### src/design/assert_macros.svh
// Assertion helpers used by the top-level design file.
`ifndef ASSERT_MACROS_SVH
`define ASSERT_MACROS_SVH

// Checked on every clock edge outside reset.
`define MCSB_ASSERT(lbl, prop) \
    lbl: assert property (@(posedge i_clk) disable iff (!i_rst_n) (prop)) \
        else $error("mcsb assertion failed");

// Checked on every clock edge, reset included.
`define MCSB_ASSERT_RST(lbl, prop) \
    lbl: assert property (@(posedge i_clk) (prop)) \
        else $error("mcsb reset assertion failed");

`endif

### src/design/mcsb_pkg.sv
package mcsb_pkg;

    localparam int APB_ADDR_W = 5;
    localparam int APB_DATA_W = 32;

    localparam int REPEAT_W = 8;
    localparam int HOLD_W   = 11;
    localparam int HOUR_W   = 5;
    localparam int MIN_W    = 6;
    localparam int SEC_W    = 6;

    localparam logic [HOLD_W-1:0] HOLD_MAX = '1;

    localparam logic [HOUR_W-1:0] HOURS_LAST = 5'd23;
    localparam logic [MIN_W-1:0]  MIN_LAST   = 6'd59;
    localparam logic [SEC_W:0]    SEC_WRAP   = 7'd60;

    localparam logic [REPEAT_W-1:0] SLOW_REPEAT_RST   = 8'd200;
    localparam logic [REPEAT_W-1:0] MEDIUM_REPEAT_RST = 8'd66;
    localparam logic [REPEAT_W-1:0] FAST_REPEAT_RST   = 8'd22;
    localparam logic [HOLD_W-1:0]   MEDIUM_AFTER_RST  = 11'd800;
    localparam logic [HOLD_W-1:0]   FAST_AFTER_RST    = 11'd1600;

    typedef enum logic [2:0] {
        REG_SLOW_REPEAT   = 3'd0,
        REG_MEDIUM_REPEAT = 3'd1,
        REG_FAST_REPEAT   = 3'd2,
        REG_MEDIUM_AFTER  = 3'd3,
        REG_FAST_AFTER    = 3'd4
    } t_reg_idx;

    typedef enum logic [1:0] {
        TUBE_HOUR_TENS = 2'd0,
        TUBE_HOUR_ONES = 2'd1,
        TUBE_MIN_TENS  = 2'd2,
        TUBE_MIN_ONES  = 2'd3
    } t_tube;

    typedef struct packed {
        logic [REPEAT_W-1:0] slow_repeat;
        logic [REPEAT_W-1:0] medium_repeat;
        logic [REPEAT_W-1:0] fast_repeat;
        logic [HOLD_W-1:0]   medium_after;
        logic [HOLD_W-1:0]   fast_after;
    } t_cfg;

    typedef struct packed {
        logic [1:0]        tube_select;
        logic [3:0]        digit_value;
        logic              neon_on;
        logic [HOUR_W-1:0] hours_now;
        logic [MIN_W-1:0]  minutes_now;
    } t_result;

    // Tens digit of a value below 64.
    function automatic logic [3:0] tens_of(input logic [5:0] v);
        logic [3:0] t;
        if (v >= 6'd60)      t = 4'd6;
        else if (v >= 6'd50) t = 4'd5;
        else if (v >= 6'd40) t = 4'd4;
        else if (v >= 6'd30) t = 4'd3;
        else if (v >= 6'd20) t = 4'd2;
        else if (v >= 6'd10) t = 4'd1;
        else                 t = 4'd0;
        return t;
    endfunction

    function automatic logic [3:0] ones_of(input logic [5:0] v);
        logic [6:0] tens_x10;
        logic [6:0] diff;
        tens_x10 = 7'(tens_of(v)) * 7'd10;
        diff = 7'(v) - tens_x10;
        return diff[3:0];
    endfunction

endpackage

### src/design/mcsb_ifs.sv
interface mcsb_in_if;
    logic valid;
    logic ready;
    logic hour_button;
    logic minute_button;
    logic second_clock_level;

    modport source (output valid, hour_button, minute_button, second_clock_level,
                    input ready);
    modport sink (input valid, hour_button, minute_button, second_clock_level,
                  output ready);
endinterface

interface mcsb_out_if;
    logic       valid;
    logic       ready;
    logic [1:0] tube_select;
    logic [3:0] digit_value;
    logic       neon_on;
    logic [4:0] hours_now;
    logic [5:0] minutes_now;

    modport source (output valid, tube_select, digit_value, neon_on, hours_now,
                    minutes_now, input ready);
    modport sink (input valid, tube_select, digit_value, neon_on, hours_now,
                  minutes_now, output ready);
endinterface

### src/design/mcsb_apb_regs.sv
module mcsb_apb_regs (
    input  logic                             i_clk,
    input  logic                             i_rst_n,
    input  logic                             psel,
    input  logic                             penable,
    input  logic                             pwrite,
    input  logic [mcsb_pkg::APB_ADDR_W-1:0]  paddr,
    input  logic [mcsb_pkg::APB_DATA_W-1:0]  pwdata,
    output logic [mcsb_pkg::APB_DATA_W-1:0]  prdata,
    output mcsb_pkg::t_cfg                   o_cfg
);

    mcsb_pkg::t_cfg   r_cfg;
    mcsb_pkg::t_reg_idx w_idx;
    logic             w_wr;

    assign w_idx = mcsb_pkg::t_reg_idx'(paddr[mcsb_pkg::APB_ADDR_W-1:2]);
    assign w_wr  = psel && penable && pwrite;

    always_ff @(posedge i_clk) begin
        if (!i_rst_n) begin
            r_cfg.slow_repeat   <= mcsb_pkg::SLOW_REPEAT_RST;
            r_cfg.medium_repeat <= mcsb_pkg::MEDIUM_REPEAT_RST;
            r_cfg.fast_repeat   <= mcsb_pkg::FAST_REPEAT_RST;
            r_cfg.medium_after  <= mcsb_pkg::MEDIUM_AFTER_RST;
            r_cfg.fast_after    <= mcsb_pkg::FAST_AFTER_RST;
        end else if (w_wr) begin
            unique case (w_idx)
                mcsb_pkg::REG_SLOW_REPEAT:
                    r_cfg.slow_repeat <= pwdata[mcsb_pkg::REPEAT_W-1:0];
                mcsb_pkg::REG_MEDIUM_REPEAT:
                    r_cfg.medium_repeat <= pwdata[mcsb_pkg::REPEAT_W-1:0];
                mcsb_pkg::REG_FAST_REPEAT:
                    r_cfg.fast_repeat <= pwdata[mcsb_pkg::REPEAT_W-1:0];
                mcsb_pkg::REG_MEDIUM_AFTER:
                    r_cfg.medium_after <= pwdata[mcsb_pkg::HOLD_W-1:0];
                mcsb_pkg::REG_FAST_AFTER:
                    r_cfg.fast_after <= pwdata[mcsb_pkg::HOLD_W-1:0];
                default: ;
            endcase
        end
    end

    always_comb begin
        prdata = '0;
        unique case (w_idx)
            mcsb_pkg::REG_SLOW_REPEAT:
                prdata = mcsb_pkg::APB_DATA_W'(r_cfg.slow_repeat);
            mcsb_pkg::REG_MEDIUM_REPEAT:
                prdata = mcsb_pkg::APB_DATA_W'(r_cfg.medium_repeat);
            mcsb_pkg::REG_FAST_REPEAT:
                prdata = mcsb_pkg::APB_DATA_W'(r_cfg.fast_repeat);
            mcsb_pkg::REG_MEDIUM_AFTER:
                prdata = mcsb_pkg::APB_DATA_W'(r_cfg.medium_after);
            mcsb_pkg::REG_FAST_AFTER:
                prdata = mcsb_pkg::APB_DATA_W'(r_cfg.fast_after);
            default: prdata = '0;
        endcase
    end

    assign o_cfg = r_cfg;

endmodule

### src/design/mcsb_button.sv
module mcsb_button (
    input  logic           i_clk,
    input  logic           i_rst_n,
    input  logic           i_en,
    input  logic           i_pressed,
    input  mcsb_pkg::t_cfg i_cfg,
    output logic           o_step
);

    logic [mcsb_pkg::REPEAT_W-1:0] r_repeat, n_repeat;
    logic [mcsb_pkg::HOLD_W-1:0]   r_hold, n_hold;
    logic [mcsb_pkg::HOLD_W-1:0]   w_hold_inc;
    logic [mcsb_pkg::REPEAT_W-1:0] w_period;

    always_comb begin
        w_hold_inc = (r_hold == mcsb_pkg::HOLD_MAX) ? r_hold : r_hold + 1'b1;

        // Fast rate only once both thresholds are met.
        w_period = i_cfg.slow_repeat;
        if (w_hold_inc >= i_cfg.medium_after) begin
            w_period = i_cfg.medium_repeat;
            if (w_hold_inc >= i_cfg.fast_after)
                w_period = i_cfg.fast_repeat;
        end

        o_step = i_pressed && (r_repeat >= w_period);

        if (!i_pressed) begin
            n_hold   = '0;
            n_repeat = '0;
        end else begin
            n_hold   = w_hold_inc;
            n_repeat = o_step ? '0 : r_repeat + 1'b1;
        end
    end

    always_ff @(posedge i_clk) begin
        if (!i_rst_n) begin
            r_repeat <= '0;
            r_hold   <= '0;
        end else if (i_en) begin
            r_repeat <= n_repeat;
            r_hold   <= n_hold;
        end
    end

endmodule

### src/design/mcsb_time.sv
module mcsb_time (
    input  logic              i_clk,
    input  logic              i_rst_n,
    input  logic              i_en,
    input  logic              i_hour_step,
    input  logic              i_min_step,
    input  logic              i_level,
    output mcsb_pkg::t_result o_res
);

    logic [mcsb_pkg::HOUR_W-1:0] r_hour, n_hour;
    logic [mcsb_pkg::MIN_W-1:0]  r_min, n_min;
    logic [mcsb_pkg::SEC_W-1:0]  r_sec, n_sec;
    logic [1:0]                  r_tube;
    logic                        r_prev_level;

    logic [mcsb_pkg::HOUR_W-1:0] w_hour_btn;
    logic [mcsb_pkg::MIN_W-1:0]  w_min_btn;
    logic [mcsb_pkg::SEC_W:0]    w_sec_sum;
    logic [3:0]                  w_digit;

    always_comb begin
        case (mcsb_pkg::t_tube'(r_tube))
            mcsb_pkg::TUBE_HOUR_TENS: w_digit = mcsb_pkg::tens_of(6'(r_hour));
            mcsb_pkg::TUBE_HOUR_ONES: w_digit = mcsb_pkg::ones_of(6'(r_hour));
            mcsb_pkg::TUBE_MIN_TENS:  w_digit = mcsb_pkg::tens_of(r_min);
            default:                  w_digit = mcsb_pkg::ones_of(r_min);
        endcase

        w_hour_btn = r_hour;
        if (i_hour_step)
            w_hour_btn = (r_hour >= mcsb_pkg::HOURS_LAST) ? '0 : r_hour + 1'b1;
        // Button stepping of minutes never carries into hours.
        w_min_btn = r_min;
        if (i_min_step)
            w_min_btn = (r_min >= mcsb_pkg::MIN_LAST) ? '0 : r_min + 1'b1;

        w_sec_sum = (i_hour_step || i_min_step) ? '0 : {1'b0, r_sec};
        w_sec_sum = w_sec_sum + {6'd0, (!i_level && r_prev_level)};

        n_hour = w_hour_btn;
        n_min  = w_min_btn;
        n_sec  = w_sec_sum[mcsb_pkg::SEC_W-1:0];
        if (w_sec_sum >= mcsb_pkg::SEC_WRAP) begin
            n_sec = '0;
            if (w_min_btn >= mcsb_pkg::MIN_LAST) begin
                n_min  = '0;
                n_hour = (w_hour_btn >= mcsb_pkg::HOURS_LAST) ? '0 : w_hour_btn + 1'b1;
            end else begin
                n_min = w_min_btn + 1'b1;
            end
        end

        o_res.tube_select = r_tube;
        o_res.digit_value = w_digit;
        o_res.neon_on     = i_level;
        o_res.hours_now   = n_hour;
        o_res.minutes_now = n_min;
    end

    always_ff @(posedge i_clk) begin
        if (!i_rst_n) begin
            r_hour       <= '0;
            r_min        <= '0;
            r_sec        <= '0;
            r_tube       <= '0;
            r_prev_level <= 1'b0;
        end else if (i_en) begin
            r_hour       <= n_hour;
            r_min        <= n_min;
            r_sec        <= n_sec;
            r_tube       <= r_tube + 1'b1;
            r_prev_level <= i_level;
        end
    end

endmodule

### src/design/multiplexed_clock_with_set_buttons.sv
// A tick accepted into the input register moves into the result register once the output
// is free. Throughput: one tick per cycle while unstalled; each of the input and result
// registers holds one request, so an empty input register takes a tick while a result waits.
// Reset (i_rst_n low, synchronous): time, tube index, button counters and both stage
// valids clear; configuration returns to its default values.
`include "assert_macros.svh"

module multiplexed_clock_with_set_buttons (
    input  logic                             i_clk,
    input  logic                             i_rst_n,
    input  logic                             psel,
    input  logic                             penable,
    input  logic                             pwrite,
    input  logic [mcsb_pkg::APB_ADDR_W-1:0]  paddr,
    input  logic [mcsb_pkg::APB_DATA_W-1:0]  pwdata,
    output logic [mcsb_pkg::APB_DATA_W-1:0]  prdata,
    output logic                             pready,
    mcsb_in_if.sink                          i_item,
    mcsb_out_if.source                       o_result
);

    mcsb_pkg::t_cfg    w_cfg;
    mcsb_pkg::t_result w_res;
    mcsb_pkg::t_result r_res;

    logic r_in_valid;
    logic r_hb, r_mb, r_lvl;
    logic r_out_valid;
    logic w_advance;
    logic w_in_ready;
    logic w_hour_step, w_min_step;

    assign pready = 1'b1;

    mcsb_apb_regs u_regs (
        .i_clk   (i_clk),
        .i_rst_n (i_rst_n),
        .psel    (psel),
        .penable (penable),
        .pwrite  (pwrite),
        .paddr   (paddr),
        .pwdata  (pwdata),
        .prdata  (prdata),
        .o_cfg   (w_cfg)
    );

    assign w_advance  = r_in_valid && (!r_out_valid || o_result.ready);
    assign w_in_ready = !r_in_valid || w_advance;
    assign i_item.ready = w_in_ready;

    always_ff @(posedge i_clk) begin
        if (!i_rst_n) begin
            r_in_valid <= 1'b0;
        end else if (w_in_ready) begin
            r_in_valid <= i_item.valid;
        end
    end

    always_ff @(posedge i_clk) begin
        if (w_in_ready && i_item.valid) begin
            r_hb  <= i_item.hour_button;
            r_mb  <= i_item.minute_button;
            r_lvl <= i_item.second_clock_level;
        end
    end

    mcsb_button u_hour_btn (
        .i_clk     (i_clk),
        .i_rst_n   (i_rst_n),
        .i_en      (w_advance),
        .i_pressed (r_hb),
        .i_cfg     (w_cfg),
        .o_step    (w_hour_step)
    );

    mcsb_button u_min_btn (
        .i_clk     (i_clk),
        .i_rst_n   (i_rst_n),
        .i_en      (w_advance),
        .i_pressed (r_mb),
        .i_cfg     (w_cfg),
        .o_step    (w_min_step)
    );

    mcsb_time u_time (
        .i_clk       (i_clk),
        .i_rst_n     (i_rst_n),
        .i_en        (w_advance),
        .i_hour_step (w_hour_step),
        .i_min_step  (w_min_step),
        .i_level     (r_lvl),
        .o_res       (w_res)
    );

    always_ff @(posedge i_clk) begin
        if (!i_rst_n) begin
            r_out_valid <= 1'b0;
        end else if (w_advance) begin
            r_out_valid <= 1'b1;
        end else if (o_result.ready) begin
            r_out_valid <= 1'b0;
        end
    end

    always_ff @(posedge i_clk) begin
        if (w_advance)
            r_res <= w_res;
    end

    assign o_result.valid       = r_out_valid;
    assign o_result.tube_select = r_res.tube_select;
    assign o_result.digit_value = r_res.digit_value;
    assign o_result.neon_on     = r_res.neon_on;
    assign o_result.hours_now   = r_res.hours_now;
    assign o_result.minutes_now = r_res.minutes_now;

    `MCSB_ASSERT(a_advance_fills_out, w_advance |=> r_out_valid)
    `MCSB_ASSERT(a_tube_steps, w_advance |=> (o_result.tube_select == 2'($past(w_res.tube_select))))
    `MCSB_ASSERT(a_empty_stage_ready, !r_in_valid |-> i_item.ready)
    `MCSB_ASSERT(a_hours_range, r_out_valid |-> (r_res.hours_now <= mcsb_pkg::HOURS_LAST))
    `MCSB_ASSERT_RST(a_reset_clears, !i_rst_n |=> (!r_out_valid && !r_in_valid))

endmodule
### src/flat_wrapper.sv
// flat-port wrapper written by rule: the top's interface ports become plain ports
module multiplexed_clock_with_set_buttons_flat 
  (i_clk, i_rst_n, psel, penable, pwrite, paddr, pwdata, prdata, pready, i_item_valid, i_item_hour_button, i_item_minute_button, i_item_second_clock_level, i_item_ready, o_result_valid, o_result_tube_select, o_result_digit_value, o_result_neon_on, o_result_hours_now, o_result_minutes_now, o_result_ready);
  mcsb_in_if i_item_i ();
  mcsb_out_if o_result_i ();
  input  logic i_clk;
  input  logic i_rst_n;
  input  logic psel;
  input  logic penable;
  input  logic pwrite;
  input  logic [mcsb_pkg::APB_ADDR_W-1:0] paddr;
  input  logic [mcsb_pkg::APB_DATA_W-1:0] pwdata;
  output logic [mcsb_pkg::APB_DATA_W-1:0] prdata;
  output logic pready;
  input wire logic [$bits(i_item_i.valid)-1:0] i_item_valid;
  input wire logic [$bits(i_item_i.hour_button)-1:0] i_item_hour_button;
  input wire logic [$bits(i_item_i.minute_button)-1:0] i_item_minute_button;
  input wire logic [$bits(i_item_i.second_clock_level)-1:0] i_item_second_clock_level;
  output wire logic [$bits(i_item_i.ready)-1:0] i_item_ready;
  output wire logic [$bits(o_result_i.valid)-1:0] o_result_valid;
  output wire logic [$bits(o_result_i.tube_select)-1:0] o_result_tube_select;
  output wire logic [$bits(o_result_i.digit_value)-1:0] o_result_digit_value;
  output wire logic [$bits(o_result_i.neon_on)-1:0] o_result_neon_on;
  output wire logic [$bits(o_result_i.hours_now)-1:0] o_result_hours_now;
  output wire logic [$bits(o_result_i.minutes_now)-1:0] o_result_minutes_now;
  input wire logic [$bits(o_result_i.ready)-1:0] o_result_ready;
  assign i_item_i.valid = i_item_valid;
  assign i_item_i.hour_button = i_item_hour_button;
  assign i_item_i.minute_button = i_item_minute_button;
  assign i_item_i.second_clock_level = i_item_second_clock_level;
  assign i_item_ready = i_item_i.ready;
  assign o_result_valid = o_result_i.valid;
  assign o_result_tube_select = o_result_i.tube_select;
  assign o_result_digit_value = o_result_i.digit_value;
  assign o_result_neon_on = o_result_i.neon_on;
  assign o_result_hours_now = o_result_i.hours_now;
  assign o_result_minutes_now = o_result_i.minutes_now;
  assign o_result_i.ready = o_result_ready;
  multiplexed_clock_with_set_buttons u_core (.i_clk(i_clk), .i_rst_n(i_rst_n), .psel(psel), .penable(penable), .pwrite(pwrite), .paddr(paddr), .pwdata(pwdata), .prdata(prdata), .pready(pready), .i_item(i_item_i), .o_result(o_result_i));
endmodule
### config.mk
export PLATFORM = sky130hd
export DESIGN_NAME = multiplexed_clock_with_set_buttons_flat
export DESIGN_NICKNAME = d
export VERILOG_FILES = /design/src/design/mcsb_pkg.sv /design/src/design/mcsb_ifs.sv /design/src/design/mcsb_apb_regs.sv /design/src/design/mcsb_button.sv /design/src/design/mcsb_time.sv /design/src/design/multiplexed_clock_with_set_buttons.sv /design/src/flat_wrapper.sv
export VERILOG_INCLUDE_DIRS = /design/src /design/src/design
export SDC_FILE = /design/constraint.sdc
export NUM_CORES = 1
export LEC_CHECK = 0
export ABC_AREA = 1
export CAP_MARGIN = 30
export CORE_MARGIN = 5
export CORE_UTILIZATION = 60
export DETAILED_ROUTE_END_ITERATION = 8
export DONT_BUFFER_PORTS = 1
export PLACE_DENSITY = 0.8
export SYNTH_ARGS = -nofsm -noshare
export SYNTH_HDL_FRONTEND = slang
export SYNTH_SLANG_ARGS = --single-unit
### constraint.sdc
create_clock -name i_clk -period 6.9 [get_ports i_clk]
set_input_delay 1.035 -clock i_clk [delete_from_list [all_inputs] [get_ports i_clk]]
set_output_delay 1.035 -clock i_clk [all_outputs]
set_load 0.1 [all_outputs]
==> results of run 1 <==
## synth_stat cells, types with 3 or more instances
master and number:
buf_2 4, a221oi_1 8, nand2_1 275, ha_1 77
nor3_1 11, xnor2_1 6, inv_1 126, buf_6 4
buf_1 5, clkbuf_1 20, or2_2 3, nor3_2 4
nand3_2 4, o21ai_0 77, buf_4 23, a21oi_1 104
o21ai_1 3, a21o_1 4, o211ai_1 11, nor2_1 107
dfxtp_1 106, a211oi_1 4, edfxtp_1 21, xor2_1 13
nand3_1 98, a31oi_1 7, nand2_2 16, o22ai_1 9
o21bai_1 3, nand2_4 5, nand4_1 26, inv_2 7
## layout make-up
type                            count  area [µm²]
Multi-Input combinational cell    917        5149
Fill cell                        1178        4472
Sequential cell                   127        2753
Inverter                          136       511.7
Clock buffer                       21       504.2
Timing Repair Buffer               16       226.5
Tap cell                          180       225.2
Clock inverter                     11       147.6
## sequential cells by signal, summed over array words and instances (netlist names), 6 cells and up
signal and cells:
u_core.u_min_btn.r_hold 11, u_core.o_result.minutes_now 6, u_core.u_time.r_min 6, u_core.u_hour_btn.r_repeat 8, u_core.u_regs.o_cfg 46, u_core.u_time.r_sec 6
u_core.u_hour_btn.r_hold 11, u_core.u_min_btn.r_repeat 8
## logic make-up after synthesis
| group | Yosys count | synth area share, % |
|---|---|---|
| AND/OR/NAND/NOR | 559 | 29.00 |
| XOR/XNOR | 19 | 1.931 |
| buffers and inverters | 193 | 10.02 |
| other | 2 | 0.08715 |
| flip-flops | 127 | 31.94 |
| multiplexers | 2 | 0.2323 |
| adder cells (fa/ha/maj) | 79 | 11.65 |
| AO/OA/AOI/OAI | 236 | 15.14 |
## power groups by stage
stage / Clock [mW] / Sequential [mW] / Combinational (mW)
2_1_floorplan: 0 / 0.845 / 0.214
3_3_place_gp: 0 / 0.853 / 0.233
3_5_place_dp: 0 / 0.854 / 0.242
4_1_cts: 0.990 / 0.838 / 0.244
5_1_grt: 1.03 / 0.841 / 0.269
6_report: 0.984 / 0.839 / 0.245
## tightest hold or removal path, cell delays in order, from the launching register on
cell and delay [ns]:
dfxtp_1 0.30, inv_1 0.06, a21oi_1 0.06
## placed cells by master (no fill, tap or decap), types with 4 or more instances in the layout
cell type  synthesis  routed
nand2_2           16      17
a221oi_1           8       8
a21oi_1          104     102
xnor2_1            6       6
nand3_1           98      97
inv_1            126     126
o21ai_0           77      77
nand3_2            4       4
o211ai_1          11      11
nand2_4            5       4
nand4_1           26      26
o22ai_1            9       6
a31oi_1            7       7
a21o_1             4       4
ha_1              77      77
nand2_1          275     274
edfxtp_1          21      21
xor2_1            13      12
conb_1             2      22
buf_8              0       4
a211oi_1           4       4
buf_4             23       6
nor3_1            11      11
inv_2              7       7
buf_16             0       4
nor2_1           107     107
dfxtp_1          106     106
clkbuf_16          0      20
## worst max-delay path by stage
stage	startpoint	to	slack, ns	depth (start not counted)
3_3_place_gp	u_core.u_min_btn.r_hold[0]	u_core.u_time.r_hour[4]	0.66	38
6_report	u_core.u_min_btn.r_hold[0]	u_core.u_time.r_hour[4]	0.71	38
3_5_place_dp	u_core.u_min_btn.r_hold[0]	u_core.u_time.r_hour[4]	0.59	38
5_1_grt	u_core.u_min_btn.r_hold[1]	u_core.u_time.r_hour[4]	-0.08	38
4_1_cts	u_core.u_min_btn.r_hold[0]	u_core.u_time.r_hour[4]	0.51	38
2_1_floorplan	u_core.u_hour_btn.r_hold[0]	u_core.o_result.hours_now[0]	1.45	38
## layer usage
| metal | up-vias | wire [µm] |
|---|---|---|
| met5 | - | 0 |
| met4 | 0 | 587 |
| met3 | 56 | 1714 |
| met2 | 345 | 10450 |
| met1 | 3713 | 9064 |
| li1 | 4053 | - |
## metrics by stage
stage	hold WS, ns	area, µm²	utilization, %
2_1_floorplan	0.4305	8692	-
3_3_place_gp	0.4377	8735	62.44
3_5_place_dp	0.4590	8798	62.90
4_1_cts	0.4675	9450	67.56
5_1_grt	0.4904	9517	68.03
6_report	0.4664	9517	68.03
## what timing repair did
action                                  in CTS  in global routing
buffers inserted                             0                  1
gates resized for setup                      0                  8
endpoints found under the setup margin       0                 28
==> results.md, run 1 <==
- Run status: completed
- Setup violators final: 0
- Switching power total: 0.5965 mW
- Antenna fix cells: 0
- Setup WS pre-CTS: 0.5874 ns
- Starting Density: between 60% and 70%
- CTS root buffer: clkbuf_16
- Comb power frac: 11.9%
- Die area: 16860 µm²
- Worst hold path depth: 2
- Worst path slowest cell: dfxtp_1
- Max-cap violations: 0
- GPL Wtd Cong: 0.9320
- Core area: 13990 µm²
- Vias in the first global route: 7705
- Crit-path leading delay family: simple AND/OR/NAND/NOR gates
- Detailed Place HPWL: 15500 µm
- Leakage power: 4.327 nW
- Min-Delay Endpoint: u_core.u_time.r_prev_level
- Post-route ant nets: 0
- Grt peak-use layer: met2
- CP Capture Type: register
- Worst R2R Path Depth: 38
- Sequential share of power: 40.6%
- DRT Pass-1 Iters: 6
- Fraction of layout cells with a size suffix above 1: 8.225%
- Final #Nets: 1341
- GRT Overall Usage: 26.57%
- Cell taking the most area after synthesis: dfxtp_1
- Clk pwr share: between 40% and 50%
- First-pass GRT wire length: 36250 µm
- # rows: 43
- Switch share: between 20% and 30%
- Pwr Total: about 2.1 mW
- Synth top area share: ~25%
- Reg2Reg Launch Point: u_core.u_min_btn.r_hold[0]
- Crit Path Class: register to register
- Post-CTS Hold Fix Bufs: 0
- Worst-path fanout max: 16
- Period Utilization, post-route: approximately nine tenths
- Pwr dens: 217.3 nW/µm²
- CTS tree: done
- Ports: 100
- CP required: 7.22 ns
- Clock buffer count from CTS: 17
- Synth unique cells: 49
- Largest net degree at the start of global routing: between 50 and 60
- Initial DRC count: slightly below 800
- M2 GR Usage: between 40 and 50%
- Post-Syn Area: 8617 µm²
- WL final: 21820 µm
- Final Skew: around 0.0073 ns
- Setup TNS: 0 ns
- Number of synthesized flops with an enable pin: 21
- Die W: roughly 130 µm
- RR Endpoint: u_core.u_time.r_hour[4]
- Ys Warns: 0
- Area Overhead vs Synth: 10.44%
- Max-slew headroom: 33.11%
- Grt met1 use: between 30% and 40%
- Die H: between 100 and 150 µm
- Grt total ovfl: 0
- WL/cell: 15.50 µm
- FF+latch count, synth: 127
- Area contributors post-synth: dfxtp_1, nand2_1, ha_1, edfxtp_1, a21oi_1
- Detail-routed via count per cell: 5.800
- Max Buffers Root-to-Sink: 2
- Fmax: 0.1615 GHz
- CP bufs+invs: 3
- Data arrival time of the worst path: roughly 6.5 ns
- Worst Tran Pin Value: 1.002 ns
- Hold_sp: u_core.u_time.r_prev_level
- Drc violations: 0
- Post-synthesis async set-or-reset flop share: 0%
- Max IR drop VDD: ~0.00019 V
- GR Layer Usage met3: under 10%
- Fin crit period: 6.191 ns
- Max Slew Vio Count: 0
- Crit path launch type: register
- Cell mode on critical path: nand2_1
- Worst R2R Setup Slack: 0.71 ns
- Pint: between 1 and 1.5 mW
- Via Count: 8167
- Port buffer count: 0
- Initial antenna violation count: 0
- Avg Inst Size Synth: roughly 7.1 µm²
- # H-tree levels: 4
- Reg clk slew, reported paths: 0.06 ns
- # placed instances: 1374
- Final WS setup: 0.7087 ns
- Worst skew pair latency: 0.43 ns
- Hold crit path type: register to register
- CP max stage delay: ~0.38 ns
- Final Non-Filler Cells: between 1k and 1.5k
- CTS Sinks: ~130
- Final Hold Fails: 0
- Post-synth top flop: dfxtp_1
- Post-synthesis sequential area ratio: 31.94%
- Mapped Cells: 1217
No activity file was read; power rests on OpenSTA's default activity.
==> run 2, diff against run 1 <==
--- a/config.mk
+++ b/config.mk
@@ -9,10 +9,10 @@
 export ABC_AREA = 1
 export CAP_MARGIN = 30
 export CORE_MARGIN = 5
-export CORE_UTILIZATION = 60
+export CORE_UTILIZATION = 55
 export DETAILED_ROUTE_END_ITERATION = 8
 export DONT_BUFFER_PORTS = 1
-export PLACE_DENSITY = 0.8
+export PLACE_DENSITY = 0.7
 export SYNTH_ARGS = -nofsm -noshare
 export SYNTH_HDL_FRONTEND = slang
 export SYNTH_SLANG_ARGS = --single-unit
==> run 2 against run 1 <==
Compared with the run above:
- register-to-register slack lost 0.096 ns
- maximum frequency down 1.5%
- sequential share of layout area up 0.13 points
- clock-buffer cell count is 4 lower
- final cell count grew 2.3%
- sequential power hardly changed
- non-clock buffer count grew 1
- via count decreased by 2.8%
- final area shrank 0.46%
==> results.md, run 2 (synthesis results as in run 1) <==
- Final #Nets: 1342 (+0.075%)
- Max-cap violations: 0 (unchanged)
- Max reg flops: 46 (unchanged)
- Comb power frac: 12.4% (+0.5 points)
- Worst R2R Path Depth: 36 (-5.3%)
- Core area: 15260 µm² (+9.1%)
- Largest net degree at the start of global routing: 59 (+1.7%)
- # rows: 45 (+4.7%)
- PostCTS Resize Cnt: 0 (unchanged)
- Worst path slowest cell: dfxtp_1
- Max Buffers Root-to-Sink: 2 (unchanged)
- Crit Path Class: register to register
- Port buffer count: 0 (unchanged)
- Worst hold path depth: 2 (unchanged)
- # Post-CTS Setup Buffers: 0 (unchanged)
- Min-Delay Endpoint: u_core.u_time.r_prev_level
- Reg clk slew, reported paths: 0.06 ns (about the same)
- Commonest non-fill, non-tap cell in the layout: nand2_1
- Clock buffer count from CTS: 17 (unchanged)
- Post-route ant nets: 0 (unchanged)
- Grt total ovfl: 0 (unchanged)
- Final Skew: 0.009046 ns (+0.001786 ns)
- CTS tree: done
- Max Slew Vio Count: 0 (unchanged)
- Max-slew headroom: 33.58% (+0.47 points)
- CP Capture Type: register
- Detailed Place HPWL: 15800 µm (+2.0%)
- Hold_sp: u_core.u_time.r_prev_level
- Final Non-Filler Cells: 1440 (+2.3%)
- Detail-routed via count per cell: 5.513 (-5.0%)
- CTS root buffer: clkbuf_16
- Die H: 135.2 µm (+4.1%)
- Worst Tran Pin Value: 0.9950 ns (-0.006977 ns)
- Ports: 100 (unchanged)
- DRT Pass-1 Iters: 8 (+2)
- Initial antenna violation count: 0 (unchanged)
- GRT Overall Usage: 23.74% (-2.8 points)
- WL final: 21470 µm (-1.6%)
- Hold crit path type: register to register
- Period Utilization, post-route: 91.12% (+1.4 points)
- CP max stage delay: 0.38 ns (about the same)
- Worst R2R Setup Slack: 0.61 ns (-0.10 ns)
- First-pass GRT wire length: 35230 µm (-2.8%)
- Die area: 18270 µm² (+8.4%)
- Via Count: 7939 (-2.8%)
- Setup TNS: 0 ns (unchanged)
- Pint: 1.346 mW (-8.5%)
- Crit path launch type: register
- Fraction of layout cells with a size suffix above 1: 8.137% (-0.088 points)
- Unrepaired setup endpoints after global routing: false
- Switch share: 31.41% (+2.6 points)
- Setup violators final: 0 (unchanged)
- Starting Density: 56.47% (-5.1 points)
- CP required: 7.16 ns (-0.06 ns)
- # H-tree levels: 4 (unchanged)
- Leakage power: 4.287 nW (-0.93%)
- Drc violations: 0 (unchanged)
- # placed instances: 1408 (+2.5%)
- Initial DRC count: 521 (-33%)
- Final Hold Fails: 0 (unchanged)
- Worst skew pair latency: 0.43 ns (about the same)
- Antenna fix cells: 0 (unchanged)
- Die W: 135.2 µm (+4.1%)
- WL/cell: 14.91 µm (-3.8%)
- Crit-path leading delay family: simple AND/OR/NAND/NOR gates
- Switching power total: 0.6166 mW (+3.4%)
- Worst hold slack: 0.4527 ns (-0.01370 ns)
- GPL Wtd Cong: 0.8833 (-5.2%)
- Run status: completed
- Most frequent cells in the layout: nand2_1, inv_1, nor2_1, dfxtp_1, a21oi_1
- CP bufs+invs: 3 (unchanged)
- Pwr dens: 207.2 nW/µm² (-4.6%)
- Worst-path fanout max: 16 (unchanged)
- Clk pwr share: 44.9% (-2.7 points)
- Max IR drop VDD: 0.0001808 V (-5.1%)
- Post-CTS Hold Fix Bufs: 0 (unchanged)
- Data arrival time of the worst path: 6.55 ns (+0.03 ns)
- Area Overhead vs Synth: 9.932%
- Fin crit period: 6.287 ns (+0.09566 ns)
- Vias in the first global route: 7129 (-7.5%)
- Fmax: 0.1591 GHz (-1.5%)
- Sequential share of power: 42.7% (+2.1 points)
- RR Endpoint: u_core.u_time.r_sec[3]
- Reg2Reg Launch Point: u_core.u_min_btn.r_hold[0]
- CTS Sinks: 127 (unchanged)
[run 2: cell types whose count changed in the layout (fill, tap and decap cells not counted), moves of 2 or more]
cell	change
inv_6	+6
clkbuf_16	-3
buf_16	+2
buf_2	+2
bufinv_16	-2
inv_8	+2
[run 2: worst max-delay path by stage]
stage | startpoint | end | slack [ns] | cells past startpoint
floorplan | u_core.u_hour_btn.r_hold[0] | u_core.o_result.hours_now[0] | 1.45 | 38
global placement | u_core.u_min_btn.r_hold[0] | u_core.u_time.r_min[5] | 0.75 | 39
detailed placement | u_core.u_min_btn.r_hold[0] | u_core.u_time.r_sec[3] | 0.67 | 37
CTS | u_core.u_hour_btn.r_hold[0] | u_core.u_time.r_sec[3] | 0.63 | 40
global route | u_core.u_min_btn.r_hold[1] | u_core.u_time.r_min[5] | 0.0007 | 38
finish | u_core.u_min_btn.r_hold[0] | u_core.u_time.r_sec[3] | 0.61 | 36
[run 2: area by class of cell]
cell class	count	area, µm²
Fill cell	1418	5786
Inverter	136	511.7
Timing Repair Buffer	17	261.5
Multi-Input combinational cell	917	5107
Clock inverter	15	150.1
Sequential cell	127	2753
Tap cell	211	264.0
Clock buffer	17	425.4
[run 2: routing by layer]
metal / GRT usage, % / vias to the layer above / wire (µm)
met5: 0 / - / 0
met4: 7.279 / 0 / 399
met3: 4.718 / 42 / 1193
met2: 39.24 / 233 / 10220
met1: 31.39 / 3621 / 9652
li1: - / 4043 / -
[run 2: through the flow]
step                      instance area [µm²]  setup WS, ns  power (mW)  utilization (%)
final                                    9473        0.6130       1.963            62.08
after global routing                     9473     0.0006830       2.040            62.08
after CTS                                9463        0.6314       1.973            62.02
after detailed placement                 8887        0.6679       1.097            58.25
after global placement                   8773        0.7486       1.088            57.50
after floorplan                          8692         1.452       1.059                -
[run 2: power by group through the flow]
stage	logic [mW]	clock network, mW	registers, mW
2_1_floorplan	0.214	0	0.845
3_3_place_gp	0.235	0	0.853
3_5_place_dp	0.243	0	0.853
4_1_cts	0.245	0.891	0.837
5_1_grt	0.269	0.931	0.839
6_report	0.244	0.881	0.837
[run 2: worst register-to-register path: cells and delay by family (launching register included)]
kind | cells | cell delay (ns)
flip-flops | 1 | 0.38
XOR/XNOR | 1 | 0.33
AND/OR/NAND/NOR | 17 | 2.54
buffers and inverters | 3 | 0.37
adder cells (fa/ha/maj) | 5 | 1.32
AO/OA/AOI/OAI | 10 | 1.20
